**src/rtl/core/pion_nucleon_xsec_log_table_interp_macros.svh**
```systemverilog
// assertion macros for the pion-nucleon cross-section block
// expects clk and arst_n in the scope of each use
`ifndef PION_NUCLEON_XSEC_LOG_TABLE_INTERP_MACROS_SVH
`define PION_NUCLEON_XSEC_LOG_TABLE_INTERP_MACROS_SVH

// same-cycle implication
`define PNX_ASSERT_NOW(lbl, ante, cons, msg) \
	lbl: assert property (@(posedge clk) disable iff (!arst_n) (ante) |-> (cons)) \
		else $error(msg);

// next-cycle implication
`define PNX_ASSERT_NEXT(lbl, ante, cons, msg) \
	lbl: assert property (@(posedge clk) disable iff (!arst_n) (ante) |=> (cons)) \
		else $error(msg);

`endif

```
**src/rtl/core/pnx_pkg.sv**
```systemverilog
// shared types, tables and constants for the pion-nucleon cross-section block
// no dependencies
`default_nettype none

package pnx_pkg;

	localparam int unsigned ENERGY_FRAC_BITS_DEF = 16;
	localparam int unsigned LOG_FRAC = 20;
	localparam int unsigned SQRT_STEPS = 32;
	localparam int unsigned LOG_STEPS = LOG_FRAC;
	localparam int unsigned NUM_BINS = 60;
	localparam int unsigned ADDR_W = 3;

	localparam logic [31:0] MASS_SQ_RESET = 32'd83665600;
	localparam logic REG_MASS_SQ = 1'b0;

	localparam logic [31:0] LOG10_2_Q32 = 32'd1292913986;
	localparam logic signed [31:0] U_OFFSET_Q20 = 32'sd20447232;
	localparam logic [11:0] LAST_BIN = 12'd58;
	localparam logic [5:0] TOP_IDX = 6'd59;
	localparam logic [22:0] OUT_MAX = 23'd8388607;
	localparam logic [20:0] RAMP_K_INEL = 21'd987681;
	localparam logic [20:0] RAMP_K_TOTAL = 21'd2012494;
	// rounding of thousandths*2^20 to Q16: (v + 8000) / 16000, split as >>7 then /125
	localparam logic [12:0] ROUND_HALF = 13'd8000;
	localparam logic [31:0] RECIP_125 = 32'd2199023256;
	localparam int unsigned RECIP_SHIFT = 38;

	typedef struct packed {
		logic command;
		logic [31:0] energy_q16;
	} req_t;

	typedef struct packed {
		logic [22:0] cross_section_q16;
		logic below_threshold;
	} rsp_t;

	// one step of the square root row
	typedef struct packed {
		logic sel;
		logic [63:0] rad;
		logic [63:0] root;
	} sqrt_t;

	// normalise and log rows
	typedef struct packed {
		logic sel;
		logic [31:0] p;
		logic [4:0] k;
		logic [31:0] m;
		logic [19:0] frac;
	} cell_t;

	localparam logic [16:0] TAB_INEL [NUM_BINS] = '{
		17'd1596, 17'd3192, 17'd5692, 17'd5596, 17'd3788, 17'd6528,
		17'd22931, 17'd43462, 17'd55580, 17'd36761, 17'd19754, 17'd12588,
		17'd12914, 17'd12500, 17'd13707, 17'd15082, 17'd19671, 17'd16860,
		17'd21708, 17'd29128, 17'd21752, 17'd22444, 17'd23698, 17'd23847,
		17'd23067, 17'd25336, 17'd25366, 17'd25273, 17'd24646, 17'd24003,
		17'd23636, 17'd23615, 17'd23029, 17'd22667, 17'd22434, 17'd21901,
		17'd21763, 17'd22235, 17'd20177, 17'd21707, 17'd20827, 17'd21102,
		17'd21028, 17'd21155, 17'd20932, 17'd20577, 17'd20865, 17'd21122,
		17'd21193, 17'd21081, 17'd20611, 17'd20788, 17'd20591, 17'd20514,
		17'd20796, 17'd20813, 17'd20425, 17'd20460, 17'd20495, 17'd20530
	};

	localparam logic [16:0] TAB_TOTAL [NUM_BINS] = '{
		17'd3252, 17'd6504, 17'd12316, 17'd18314, 17'd22600, 17'd31435,
		17'd53933, 17'd84872, 17'd102626, 17'd87084, 17'd60234, 17'd39922,
		17'd32804, 17'd28935, 17'd27952, 17'd29439, 17'd36824, 17'd31814,
		17'd35152, 17'd50062, 17'd39079, 17'd35741, 17'd37390, 17'd35575,
		17'd34043, 17'd34363, 17'd34171, 17'd32990, 17'd32110, 17'd31316,
		17'd30621, 17'd29918, 17'd29134, 17'd28461, 17'd27985, 17'd27208,
		17'd26749, 17'd27111, 17'd25047, 17'd26357, 17'd25393, 17'd25777,
		17'd25467, 17'd25305, 17'd25008, 17'd24814, 17'd24662, 17'd24481,
		17'd24453, 17'd24336, 17'd24099, 17'd24098, 17'd24010, 17'd23908,
		17'd23992, 17'd24058, 17'd23805, 17'd23808, 17'd23811, 17'd23815
	};

	function automatic logic [16:0] tab_value(input logic sel, input logic [5:0] idx);
		logic [16:0] val;
		val = 17'd0;
		if (idx <= TOP_IDX) begin
			val = sel ? TAB_TOTAL[idx] : TAB_INEL[idx];
		end
		return val;
	endfunction

endpackage

`default_nettype wire

```
**src/rtl/core/pnx_sqrt_cell.sv**
```systemverilog
// one restoring step of the 64-bit integer square root row
// depends on pnx_pkg
`default_nettype none

module pnx_sqrt_cell
	import pnx_pkg::*;
#(
	parameter int unsigned IDX = 0
) (
	input wire logic clk,
	input wire logic arst_n,
	input wire logic en,
	input wire logic in_valid,
	input wire sqrt_t in_data,
	output logic out_valid,
	output sqrt_t out_data
);

	localparam logic [63:0] BIT = 64'd1 << (62 - 2 * IDX);

	logic [63:0] trial;
	sqrt_t nxt;

	always_comb begin
		trial = in_data.root + BIT;
		nxt = in_data;
		if (in_data.rad >= trial) begin
			nxt.rad = in_data.rad - trial;
			nxt.root = (in_data.root >> 1) + BIT;
		end else begin
			nxt.root = in_data.root >> 1;
		end
	end

	always_ff @(posedge clk or negedge arst_n) begin
		if (!arst_n) begin
			out_valid <= 1'b0;
		end else if (en) begin
			out_valid <= in_valid;
		end
	end

	always_ff @(posedge clk) begin
		if (en) begin
			out_data <= nxt;
		end
	end

endmodule

`default_nettype wire

```
**config.mk**
```make
export PLATFORM = sky130hd
export DESIGN_NAME = pnx_sqrt_cell
export DESIGN_NICKNAME = d
export VERILOG_FILES = /design/src/rtl/core/pion_nucleon_xsec_log_table_interp_macros.svh /design/src/rtl/core/pnx_pkg.sv /design/src/rtl/core/pnx_sqrt_cell.sv
export SDC_FILE = /design/constraint.sdc
export NUM_CORES = 1
export LEC_CHECK = 0
export BUFFER_PORTS_ARGS = -buffer_cell sky130_fd_sc_hd__buf_2
export CORE_AREA = 2 2 188 116
export DETAILED_ROUTE_END_ITERATION = 10
export DIE_AREA = 0 0 190 118
export PLACE_DENSITY = 0.7
export SYNTH_ARGS = -nofsm -noshare
export SYNTH_HDL_FRONTEND = slang
export SYNTH_SLANG_ARGS = --single-unit
```
**constraint.sdc**
```tcl
create_clock -name clk -period 0.9 [get_ports clk]
set_input_delay 0.18 -clock clk [delete_from_list [all_inputs] [get_ports clk]]
set_output_delay 0.18 -clock clk [all_outputs]
set_load 0.005 [all_outputs]
```
Word level (Yosys, flattened, before mapping) --
Index checks and enable logic that the tools add are counted.
Word-level totals: register bits after elaboration 130, input port bits 133, output and inout bits 130, logic and storage cells 11
Operators by class: add/subtract/negate cells 3, $lt $le $gt $ge 1, mux-type cells 2
Operators by type and width (number):
- $add A63 B63 Y64 const B | 1
- $add A64 B63 Y64 const B | 1
- $ge A64 B64 Y1 | 1
- $mux W64 | 1
- $sub A64 B64 Y64 | 1
- $mux W63 | 1

Depth between registers and ports, before layout --
Gate-level depths: netlist of the first run.
depth in word-level cells 3, depth in mapped cells 15, mapped depth without buffers 13

Least setup slack after synthesis of the first run --
OpenSTA, ideal clock, no wires.
path kind input-to-reg, from in in_data[64] in the netlist's numbering, to reg out_data[117] in the netlist's numbering, data pin, setup time 262 ps, arrival 2746 ps, data required time 638 ps, slack -2108 ps, cell stages on the path 13, path buffers 2, cells stage by stage inv_1 -> ha_1 -> fa_1 -> nand2b_1 -> a21oi_1 -> o21ai_1 -> o21ba_1 -> a31oi_4 -> o211ai_1 -> a31oi_1 -> buf_4 -> buf_4 -> mux2_1
RTL lines:
- from (decl) | RTL line pnx_sqrt_cell.sv:14 | input wire sqrt_t in_data,
- to (signal assigned) | RTL line pnx_sqrt_cell.sv:45 | out_data <= nxt;
- to (decl) | RTL line pnx_sqrt_cell.sv:16 | output sqrt_t out_data

==> results summary, run 1 <==
The data arrival at the endpoint of the critical path came out at 2.75 ns. Along the worst path, the maximum fanout reaches 7. The cell that appears most often on the critical path is sky130_fd_sc_hd__buf_4. The floorplan has 41 rows. Detailed routing inserted a total of 10.0k vias. Summing the areas of all xor and xnor instances in the mapped netlist gives 5.36% of the synthesized area.

The area growth from synthesis to layout is 77.7%. The proportion of register bits with asynchronous set or reset after synthesis is 0.769%. The min-delay analysis places its worst path in the category input pin to flop.

The total routing usage reported by global routing came out at 29.4%. The number of pins with negative max-slew slack in the final report is 0. During I/O placement, the number of pins put on the boundary was 263.

The peak supply drop is 1.52 mV. The final hold violation count was 0. By startpoint and endpoint, the worst setup path is classified as input pin to flop.

The number of clock buffers added by TritonCTS is 17. On the worst path, the slowest cell contributes a delay of 0.40 ns. The sequential share of the synthesized area is 42.6%.

The largest clock skew in the final design came out at 0 ns. The number of synthesized flops with an enable pin came out at 129. The adder-cell area share of the yosys netlist is 8.98%.

The global placement routability congestion came out at 0.954. The slew at the pin closest to its max-slew limit is 0.481 ns. The analysis attributes to cell leakage a power of 7.56 nW. At the worst endpoint, the required time is 1.09 ns. The top cell type by area accounts for 42.4% of the synthesized area.

Dividing the detail-routed via count by the number of cells gives 5.27. The die outline area came out at 22400 µm². The total number of H-tree levels came out at 4.

The number of antenna violations at the first check in global routing is 3. The number of detailed-route iterations in the first pass came out at 5. After detailed routing, the average wire length per cell comes to 18.5 µm. The number of clock sinks seen by CTS is 130. The worst relative slew slack came out at 67.5%. The largest family of logic cells by synthesized area is compound AO/OA/AOI/OAI gates. Fill cells in the final layout number 1310. The worst setup slack after layout is -1.66 ns. The die height is 118 µm. The most common flop cell mapped by yosys is sky130_fd_sc_hd__edfxtp_1. The overall routed net length came out at 35.1 mm.

The synthesized net count came out at 1120. Of the available clock period, the critical path in the final layout requires 285%. The sequential cell area in the final layout came out at 3900 µm².

STA classifies the critical path startpoint as an input pin. The wire length of the first global-routing pass is 50.8 mm. The Yosys step of the flow raised 0 warnings. The number of register bits inferred by synthesis is 130. The number of placed instances, taps included, is 1762. The post-synthesis instance area came out at 9140 µm².

The flow ran to the end, but the final reports show violations. The achievable clock frequency came out at 390 MHz. STA classifies the critical path endpoint as a flop.

The final reports fail on setup timing. CTS placed an instance of sky130_fd_sc_hd__clkbuf_16 at the clock tree root. The fraction of the mapped netlist area in simple logic gates is 11.9%. Entering global routing, the biggest net connects 23 pins. Averaged over all synthesized cells, the footprint is 9.92 µm². The launch point of the critical path is in_data[69]. In this run the power density over the cells is 1490 nW/µm². The number of nets at the end of the flow came out at 1807. The DRC violation count after routing came out at 0. Hold is met by 0.00848 ns. At the placement stage, the worst setup path has a slack of -2.45 ns. In the post-synthesis netlist, the biggest area contributors are sky130_fd_sc_hd__edfxtp_1, sky130_fd_sc_hd__ha_1, sky130_fd_sc_hd__a21oi_1. The total power is 24.2 mW. TritonCTS built the clock tree. The max-cap violation count came out at 0. Grouping stages by cell kind, the critical path spends the most delay in buffers and inverters. The multiplexer share of the synthesized area came out at 6.51%. Of the cells placed in the final design, the portion with a size suffix greater than 1 is 54.2%. The buffer and inverter count on the worst path is 6. The critical path goes through buf_2, ha_4, buf_4, nand2_1, buf_4, nor3_1, buf_4, a41o_1, o211ai_1, a31oi_4, buf_6, clkbuf_16, mux2_4. The remaining antenna violation count after routing came out at 0. The routed design could run at a clock period as short as 2.56 ns. The distinct cell type count after synthesis is 68.

The detailed placer's ending HPWL came out at 24.9 mm. The startpoint identified for the worst hold timing path is in_data[16]. Setup repair after global routing could not meet its margin everywhere. The cell type with the highest aggregate area in the netlist is sky130_fd_sc_hd__edfxtp_1. The final-report setup violation count is 196. The clock insertion delay at the later pin of the skew report is 0.44 ns.

The area occupied by multi-input gates is 5910 µm². The number of global-route vias before repair is 9674. The clock edge transition at the registers on the reported setup and hold paths is 0.06 ns.

Port buffering added 262 buffers. The final cell count without fillers is 1903. The maximum count of clock buffers along a single path came out at 2. The synthesized netlist devotes 19.1% of its cell area to compound gates. For this configuration, the core starts out at a cell density of 44.2%. The worst register-to-register path begins at out_valid. The sum of negative setup slack came out at -134.10 ns. The starting DRC count in detailed routing is 843. The cell count after synthesis came out at 922. In this run the horizontal extent of the chip is 190 µm. The largest individual stage delay along the critical path comes from the cell sky130_fd_sc_hd__nor3_1. The area of the core region came out at 20700 µm². The global-route congestion overflow total came out at 0.
==> layout make-up <==
class	count	share of cell area, %
sequential	130	24.0
clock inverter	14	0.601
timing repair buffer	704	32.0
clock buffer	18	2.64
tap	279	2.15
inverter	87	2.13
antenna	2	0.0308
multi-input combinational	669	36.4
==> state kept, by name, summed over array words and instances, names as in the netlist <==
register	count
out_data	129
out_valid	1
==> final timing paths <==
path | to | slack (ns) | cells after the start
worst max-delay path | out_data[90] | -1.66 | 13
worst min-delay path | out_data[15] | 0.008 | 2
worst max register to register | out_valid | 0.16 | 1
worst min register to register | out_valid | 0.51 | 1
max in group asynchronous | out_valid | 0.75 | 2
min in group asynchronous | out_valid | 0.06 | 2
==> cell usage in the layout, fill, tap and decap left out, types with 5 or more instances in the layout <==
cell	netlist	final
sky130_fd_sc_hd__clkinv_1	0	6
sky130_fd_sc_hd__o21bai_1	17	16
sky130_fd_sc_hd__buf_4	3	337
sky130_fd_sc_hd__xor2_1	17	17
sky130_fd_sc_hd__edfxtp_1	129	129
sky130_fd_sc_hd__o21ai_0	42	26
sky130_fd_sc_hd__xnor2_1	39	37
sky130_fd_sc_hd__and4_1	6	5
sky130_fd_sc_hd__nor2_4	0	9
sky130_fd_sc_hd__nor2_1	60	44
sky130_fd_sc_hd__nand2_1	69	65
sky130_fd_sc_hd__o21ai_1	9	17
sky130_fd_sc_hd__o211ai_1	8	8
sky130_fd_sc_hd__dlygate4sd3_1	0	60
sky130_fd_sc_hd__o21ai_2	0	5
sky130_fd_sc_hd__nand3_1	10	8
sky130_fd_sc_hd__clkbuf_16	0	19
sky130_fd_sc_hd__nand4_1	21	21
sky130_fd_sc_hd__inv_1	87	71
sky130_fd_sc_hd__a21o_1	41	41
sky130_fd_sc_hd__buf_6	4	38
sky130_fd_sc_hd__inv_2	0	12
sky130_fd_sc_hd__buf_12	0	14
sky130_fd_sc_hd__a21oi_2	0	27
sky130_fd_sc_hd__buf_2	4	249
sky130_fd_sc_hd__nor2b_1	7	6
sky130_fd_sc_hd__mux2_4	0	51
sky130_fd_sc_hd__ha_1	64	36
sky130_fd_sc_hd__ha_4	0	25
sky130_fd_sc_hd__nor3_1	16	13
sky130_fd_sc_hd__a21oi_1	101	66
sky130_fd_sc_hd__a21oi_4	0	8
sky130_fd_sc_hd__nor2_2	1	8
==> power by group <==
part	total (mW)	switching, mW	leakage [nW]	internal [mW]
logic	9.97	4.55	6.04	5.42
registers	7.76	0.209	1.27	7.56
clock network	6.45	2.74	0.247	3.71
==> through the flow <==
| stage | cell area, µm² | util (%) |
|---|---|---|
| floorplan | 9400 | - |
| global placement | 13500 | 65.1 |
| detailed placement | 13500 | 65.1 |
| CTS | 15500 | 74.8 |
| global route | 16200 | 78.6 |
| finish | 16200 | 78.6 |
==> synth_stat cells (all sizes together), types with 4 or more instances <==
cell and n:
nand2 69, o21ai 51, and3 4, xnor2 39, o2111ai 5, o211ai 8
a31oi 6, a31o 4, a221oi 4, nand2b 6, xor2 17, a21o 41
o21a 4, clkbuf 25, and2 4, and4 6, buf 11, nor2 61
nor2b 7, edfxtp 129, nand4 21, o21bai 17, nand3 10, ha 64
a21oi 101, a211oi 6, nor3 17, inv 87, a21boi 6, mux2 52
==> metal layers <==
layer,vias up,wire length (µm),global-route usage (%),share of wire (%)
li1,4774,-,-,-
met1,4741,16100,41.9,46
met2,449,15600,44.2,44
met3,59,2670,6.86,7.6
met4,2,702,8.58,2.0
met5,-,11,0,0.031
==> cell families after synthesis <==
logic type      count (synthesis)
mux                            53
buf+inv                       123
xor+xnor                       56
compound gates                272
flops                         130
simple gates                  223
fa+ha+maj                      65
==> what timing repair did <==
| action | in CTS | in global routing |
|---|---|---|
| setup buffers | 23 | 27 |
| hold buffers | 60 | 0 |
| gates cloned | 3 | 2 |
| endpoints found under the setup margin | 196 | 196 |
| gates resized for setup | 134 | 147 |
| pin swaps | 47 | 41 |
| endpoints found under the hold margin | 60 | 0 |
Power figures use the tool's default switching activity.
==> run 2, diff against run 1 <==
Settings changed: ABC_AREA set to 1, CORE_AREA 2 2 188 116 to 2 2 206 127, DIE_AREA 0 0 190 118 to 0 0 208 129, PLACE_DENSITY 0.7 to 0.68.
==> results summary, run 2 <==
The routed via count divided by cell count came out at 5.27. The die boundary width came out at 208 µm. The TritonCTS buffer count is 17. For this run, the register share of the synthesized area comes to 35.1%. The maximum count of clock buffers along a single path came out at 2.

The total routing usage reported by global routing is 36.7%. The initial utilization of the core area, before any placement, comes to 44.6%. The area of the core region came out at 24900 µm². The largest total area in the synthesized netlist belongs to sky130_fd_sc_hd__edfxtp_1. The number of antenna cells inserted came out at 0. Setup repair after global routing could not meet its margin everywhere. Counting every instance in the synthesized netlist gives 1716.

The first TritonRoute pass finished after 8 iterations. In the final design database the tool counted 2583 nets. The starting DRC count in detailed routing is 1522. The number of register bits inferred by synthesis came out at 130.

For this block, wires on met1 add up to 24.0 mm. The worst setup path is of the input pin to flop kind. The number of synthesized flops with an enable pin is 129.

The post-synthesis to final-layout area growth came out at 68.1%. The worst-case IR drop observed on VDD is 1.33 mV. The slew at the pin closest to its max-slew limit is 0.410 ns. The worst setup path is launched from an input pin.

In this run, distinct cell masters in the synthesized netlist total 35. The depth of the worst register-to-register path is 1. The detailed placer's ending HPWL is 36.9 mm. The number of pins with negative max-slew slack in the final report is 0.

The length of routed met2 wiring is 23.8 mm. The total vias in the final route is 14.4k. The largest registers in the layout are out_data: 129 flops, out_valid: 1 flops. The root buffer selected by CTS is sky130_fd_sc_hd__clkbuf_16. The DRC violation count after routing is 0. TritonCTS built the clock tree. The critical path capture point type is a flop. The clock tree synthesis step divided the H-tree into 4 levels. The synthesized net count is 1914.

After detailed routing, no signal wire sits above met4. The post-synthesis average cell area came out at 6.47 µm². The proportion of register bits with asynchronous set or reset after synthesis came out at 0.769%. The worst setup slack after layout is -1.05 ns. The wire length of the first global-routing pass is 73.5 mm. The flow ran to the end, but the final reports show violations. The share of the clock period used by the worst path after layout came out at 217%. For this block, the routed nets add up to 55.7 mm of wire. The commonest non-fill, non-tap cell in the layout is sky130_fd_sc_hd__nand2_1.

The final critical-path required period is 1.95 ns. The final hold violation count came out at 0. The remaining antenna violation count after routing came out at 0. out_data holds more flip-flops than any other register. The checks that failed: setup timing. The number of cells traversed by the worst hold path is 2. The die outline area came out at 26800 µm². Clock-pin slew was measured on the worst setup and hold paths at 0.06 ns.

The peak fanout along the critical path came out at 4. The number of antenna violations at the first check in global routing is 1. 263 I/O pins were placed.

The tightest min-delay check is of the input pin to flop type. The worst-case hold slack came out at 0.0205 ns. In this run the cell area of the synthesized design comes to 11100 µm².

The worst relative slew slack is 72.5%. The clock insertion delay at the later pin of the skew report came out at 0.46 ns. In this run the biggest area consumer among cell types represents 34.9% of the synthesized area.

The achievable clock frequency is 513 MHz. The number of global-route vias before repair came to 12.9k. The utilization after layout came out at 75.0%.

On the final layout, the worst clock skew is 0 ns. The number of cell rows came out at 45. The global-route congestion overflow total came out at 0. The startpoint of the most critical register-to-register path is out_valid. In this run the most critical hold path is launched from in_data[30]. The count of port buffers added during placement came out at 262. The power per standard cell area is 1480 nW/µm².

For this run, the leading register cell type out of synthesis is sky130_fd_sc_hd__edfxtp_1. In the synthesized netlist, the cells that appear most often are sky130_fd_sc_hd__nand2_1, sky130_fd_sc_hd__inv_1, sky130_fd_sc_hd__edfxtp_1. Routability-driven placement finished with a final weighted congestion of 0.994. The static power due to leakage is 10.1 nW.

The register with the most flip-flops in the layout has 129 of them. The share of final-layout standard cells stronger than drive strength 1 came out at 41.4%. The data arrival at the endpoint of the critical path came out at 2.29 ns. During synthesis, Yosys emitted a total of 0 warnings. In this run the vertical extent of the chip is 129 µm. Dividing the detail-routed wire length by the instance count gives 20.4 µm. The met3 wire length is 6.33 mm. The total power is 27.6 mW. In the layout the commonest cells are sky130_fd_sc_hd__nand2_1, sky130_fd_sc_hd__inv_1, sky130_fd_sc_hd__buf_4, sky130_fd_sc_hd__buf_2, sky130_fd_sc_hd__nand2_2. The cell with the most instances after synthesis is sky130_fd_sc_hd__nand2_1. The tool flagged a number of max-cap violations equal to 0. At the worst endpoint, the required time is 1.23 ns.

Tracing the worst setup path back leads to its startpoint at in_data[64]. Entering global routing, the biggest net connects 33 pins. Clock tree synthesis found a total of 130 sinks.

Sorting the synthesized cells by area gives the leading types as sky130_fd_sc_hd__edfxtp_1, sky130_fd_sc_hd__nand2_1, sky130_fd_sc_hd__inv_1. The final-report setup violation count is 196.
-- run 2: metrics by stage --
step,instances,setup WS [ns],cell area (µm²),TNS (ns)
floorplan,1716,-1.13,11200,-73.65
global placement,2592,-1.63,15100,-98.03
detailed placement,2592,-1.67,15100,-101.82
CTS,2707,-0.972,17000,-93.51
global route,2727,-1.10,18700,-103.37
finish,2727,-1.05,18700,-97.05
-- run 2: report_power, final --
group	switching, mW	total, mW	leakage, nW	internal [mW]
Clock	3.10	8.02	0.302	4.91
Sequential	0.246	7.83	1.27	7.58
Combinational	6.72	11.8	8.57	5.04
Total	10.1	27.6	10.1	17.5
-- run 2: cell type report --
type                            instances  area, µm²
Timing Repair inverter                  4       73.8
Tap cell                              329        412
Sequential cell                       130       3900
Inverter                              408       1570
Clock buffer                           19        433
Multi-Input combinational cell       1166       7280
Clock inverter                         13        208
Fill cell                            1786       6220
Timing Repair Buffer                  658       4800
-- run 2: critical path, cell delays in order --
cell and delay [ns]:
sky130_fd_sc_hd__buf_12 0.09, sky130_fd_sc_hd__inv_12 0.03, sky130_fd_sc_hd__ha_4 0.15, sky130_fd_sc_hd__fa_2 0.37, sky130_fd_sc_hd__inv_2 0.08, sky130_fd_sc_hd__nand3_2 0.08, sky130_fd_sc_hd__nand2_4 0.11, sky130_fd_sc_hd__nand2_4 0.05
sky130_fd_sc_hd__nand2_4 0.07, sky130_fd_sc_hd__buf_4 0.11, sky130_fd_sc_hd__nand2_1 0.06, sky130_fd_sc_hd__nand3_1 0.13, sky130_fd_sc_hd__buf_4 0.19, sky130_fd_sc_hd__buf_4 0.13, sky130_fd_sc_hd__xor2_1 0.24, sky130_fd_sc_hd__nand2_1 0.12
sky130_fd_sc_hd__nand2_2 0.08
-- run 2: timing repair --
action,in CTS,in global routing
hold buffers,68,1
endpoints found under the setup margin,196,196
hold endpoints to repair,68,1
buffers inserted,11,14
gates resized for setup,101,319
pin swaps,3,80
cloned,4,6
-- run 2: logic make-up (layout without fill, tap and decap cells) --
family	count (synthesis)	count (layout)	share of synthesized area [%]
AO/OA/AOI/OAI	52	52	2.41
multiplexers	1	1	0.101
flip-flops	130	130	35.1
adder cells (fa/ha/maj)	65	65	7.39
AND/OR/NAND/NOR	1015	1016	37.6
XOR/XNOR	32	32	2.52
buffers and inverters	421	1102	14.9
-- run 2: routing by layer --
layer / track usage [%] / vias to the layer above
li1: - / 6543
met1: 55.1 / 6732
met2: 55.2 / 974
met3: 5.86 / 130
met4: 9.14 / 0
met5: 0 / -
-- run 2: worst paths after layout --
kind	end	slack, ns
min reg2reg	out_valid	0.59
min in group asynchronous	out_valid	0.03
max reg2reg	out_valid	0.10
min	out_data[29]	0.02
max	out_data[88]	-1.05
max in group asynchronous	out_valid	0.78
==> run 3, diff against run 2 <==
--- a/constraint.sdc
+++ b/constraint.sdc
@@ -3,2 +3,2 @@
 set_output_delay 0.18 -clock clk [all_outputs]
-set_load 0.005 [all_outputs]
+set_load 0.05 [all_outputs]
==> results summary, run 3 (synthesis gave the netlist of run 2 again) <==
The total routing usage reported by global routing is 39.4%. The overall routed net length is 56.9 mm. The power per standard cell area is 1550 nW/µm².

In the layout the commonest cells are sky130_fd_sc_hd__nand2_1, sky130_fd_sc_hd__inv_1, sky130_fd_sc_hd__buf_4, sky130_fd_sc_hd__buf_6, sky130_fd_sc_hd__edfxtp_1. The achievable clock frequency came out at 488 MHz. The H-tree generated during clock tree synthesis spans 4 levels. In the final layout, the registers with the most flip-flops are out_data: 129 flops, out_valid: 1 flops. The total I/O pin count came out at 263.

At the end of routability-driven placement, the weighted congestion stood at 0.976. The worst hold path belongs to the class input pin to flop. Counting I/O delays and the setup requirement, the final critical path takes 2.05 ns. The total vias in the final route came out at 14.3k. The clock net in this run drives a total of 130 sinks. The maximum count of clock buffers along a single path is 2. The max-cap violation count is 0. The peak supply drop is 1.46 mV. The area of the core region came out at 24900 µm². The required time of the critical path came out at 1.10 ns. The wire length of the first global-routing pass is 78.5 mm. In this run the remaining antenna-violating nets after routing total 0. TritonCTS built the clock tree. The layout has 1697 filler cells.

The library cell used most frequently in the layout, excluding fill and tap cells, is sky130_fd_sc_hd__nand2_1. The final reports fail on setup timing. STA classifies the critical path endpoint as a flop.

The number of detailed-route iterations in the first pass came out at 6. The routed wirelength normalized by instance count came out at 20.8 µm. The root buffer selected by CTS is sky130_fd_sc_hd__clkbuf_16.

The utilization after layout came out at 76.3%. The worst setup path is launched from an input pin. The data arrival at the endpoint of the critical path is 2.26 ns. The share of final-layout standard cells stronger than drive strength 1 is 38.8%. The global-route congestion overflow total is 0. Clock-pin slew was measured on the worst setup and hold paths at 0.06 ns.

After floorplanning, the core was divided into 45 placement rows. The TritonCTS buffer count is 17. The post-synthesis to final-layout area growth came out at 71.0%. The count of port buffers added during placement is 262. The number of antenna cells inserted is 0. For the final database, setup skew stands at 0 ns. The number of global-route vias before repair is 13.6k. From bottom edge to top edge, the die measures 129 µm. The clock insertion delay at the later pin of the skew report is 0.45 ns. The number of pins with negative max-slew slack in the final report came to 0.

The largest net degree at the start of global routing came out at 20. The die outline area is 26800 µm². The final hold violation count came out at 0. Measured against its own limit, the worst slew margin works out to 75.3%. The share of the clock period used by the worst path after layout came out at 228%. Setup slack on the critical path of the routed design comes to -1.15 ns. The number of antenna violations at the first check in global routing came to 0. The DRC violation count after routing is 0. More flip-flops sit in one register than any other, and that register is out_data. The register with the most flip-flops in the layout has 129 of them. Setup repair after global routing could not meet its margin everywhere. The flow ran to the end, but the final reports show violations.

The critical path is of the input pin to flop type. The analysis attributes to cell leakage a power of 10.3 nW. The number of nets at the end of the flow came out at 2597. The detailed placer's ending HPWL is 36.3 mm. The initial core utilization came out at 44.6%.

The final-report setup violation count is 196. The sequential cell area in the final layout is 3900 µm². In the routed layout, each cell is associated on average with a via count of 5.22. The die boundary width came out at 208 µm. The slew at the pin closest to its max-slew limit came out at 0.370 ns. The total power is 29.5 mW. The peak fanout along the critical path came out at 4. Summing all multi-input logic gate instances after layout gives 6790 µm². The starting DRC count in detailed routing came out at 1480.
-- run 3: cell types whose count changed in the layout (fill, tap and decap cells not counted), moves of 10 or more --
| cell | delta |
|---|---|
| sky130_fd_sc_hd__nand2_1 | +30 |
| sky130_fd_sc_hd__buf_6 | +125 |
| sky130_fd_sc_hd__nand2_4 | -12 |
| sky130_fd_sc_hd__buf_2 | -128 |
| sky130_fd_sc_hd__buf_4 | +22 |
| sky130_fd_sc_hd__nor2_1 | +19 |
| sky130_fd_sc_hd__ha_4 | -10 |
| sky130_fd_sc_hd__nand2_2 | -18 |
| sky130_fd_sc_hd__nor2_2 | -10 |
-- run 3: final cells by class --
class	count	area share, %
Multi-Input combinational cell	1165	35.8
Timing Repair Buffer	671	29.8
Sequential cell	130	20.5
Inverter	408	8.23
Clock buffer	22	2.34
Tap cell	329	2.17
Timing Repair inverter	6	0.685
Clock inverter	10	0.461
-- run 3: metal layers --
metal  GRT usage, %  vias to the layer above  part of all wire (%)
met5              0                        -                     0
met4           12.6                        0                   3.7
met3           11.1                      162                    12
met2           58.6                      988                    42
met1           55.5                     6614                    42
li1               -                     6545                     -
-- run 3: through the flow --
| stage | worst slack, ns | hold WS, ns | area, µm² | TNS (ns) | std cells |
|---|---|---|---|---|---|
| global placement | -1.68 | -0.0447 | 15200 | -98.65 | 2607 |
| global route | -1.19 | 0.0268 | 19000 | -114.82 | 2741 |
| detailed placement | -1.68 | -0.0441 | 15200 | -103.38 | 2607 |
| floorplan | -1.13 | -0.116 | 11200 | -73.65 | 1716 |
| finish | -1.15 | 0.0140 | 19000 | -109.11 | 2741 |
| CTS | -1.00 | 0.000360 | 18300 | -101.69 | 2733 |
-- run 3: critical path, stage by stage --
cell and delay (ns):
sky130_fd_sc_hd__buf_2 0.09, sky130_fd_sc_hd__inv_1 0.05, sky130_fd_sc_hd__ha_1 0.39, sky130_fd_sc_hd__nand2_1 0.13, sky130_fd_sc_hd__nand2_1 0.14, sky130_fd_sc_hd__inv_1 0.06
sky130_fd_sc_hd__nand2_1 0.22, sky130_fd_sc_hd__inv_1 0.13, sky130_fd_sc_hd__nand3_4 0.17, sky130_fd_sc_hd__nand2_1 0.07, sky130_fd_sc_hd__nand2_1 0.15, sky130_fd_sc_hd__nand2_2 0.13
sky130_fd_sc_hd__nand3_1 0.09, sky130_fd_sc_hd__nand2_1 0.07, sky130_fd_sc_hd__nand3_2 0.09, sky130_fd_sc_hd__nand2_1 0.08
-- run 3: power by group --
part	internal, mW	switching (mW)
Sequential	7.61	0.402
Clock	3.78	2.94
Combinational	5.80	8.96
-- run 3: repair_timing --
item,CTS,global route
hold buffers,63,1
buffers inserted,20,8
pin swaps,8,23
resized for setup,421,160
endpoints found under the setup margin,196,196
hold endpoints to repair,63,1
gates cloned,11,0
-- run 3: worst paths after layout --
kind | from | end | slack, ns | cells past startpoint
min in group asynchronous | arst_n | out_valid | 0.04 | 2
hold reg to reg | out_valid | out_valid | 0.54 | 1
setup reg to reg | out_valid | out_valid | 0.12 | 1
hold / removal | in_data[108] | out_data[108] | 0.01 | 3
max in group asynchronous | arst_n | out_valid | 0.76 | 2
setup / recovery | in_data[8] | out_data[113] | -1.15 | 16
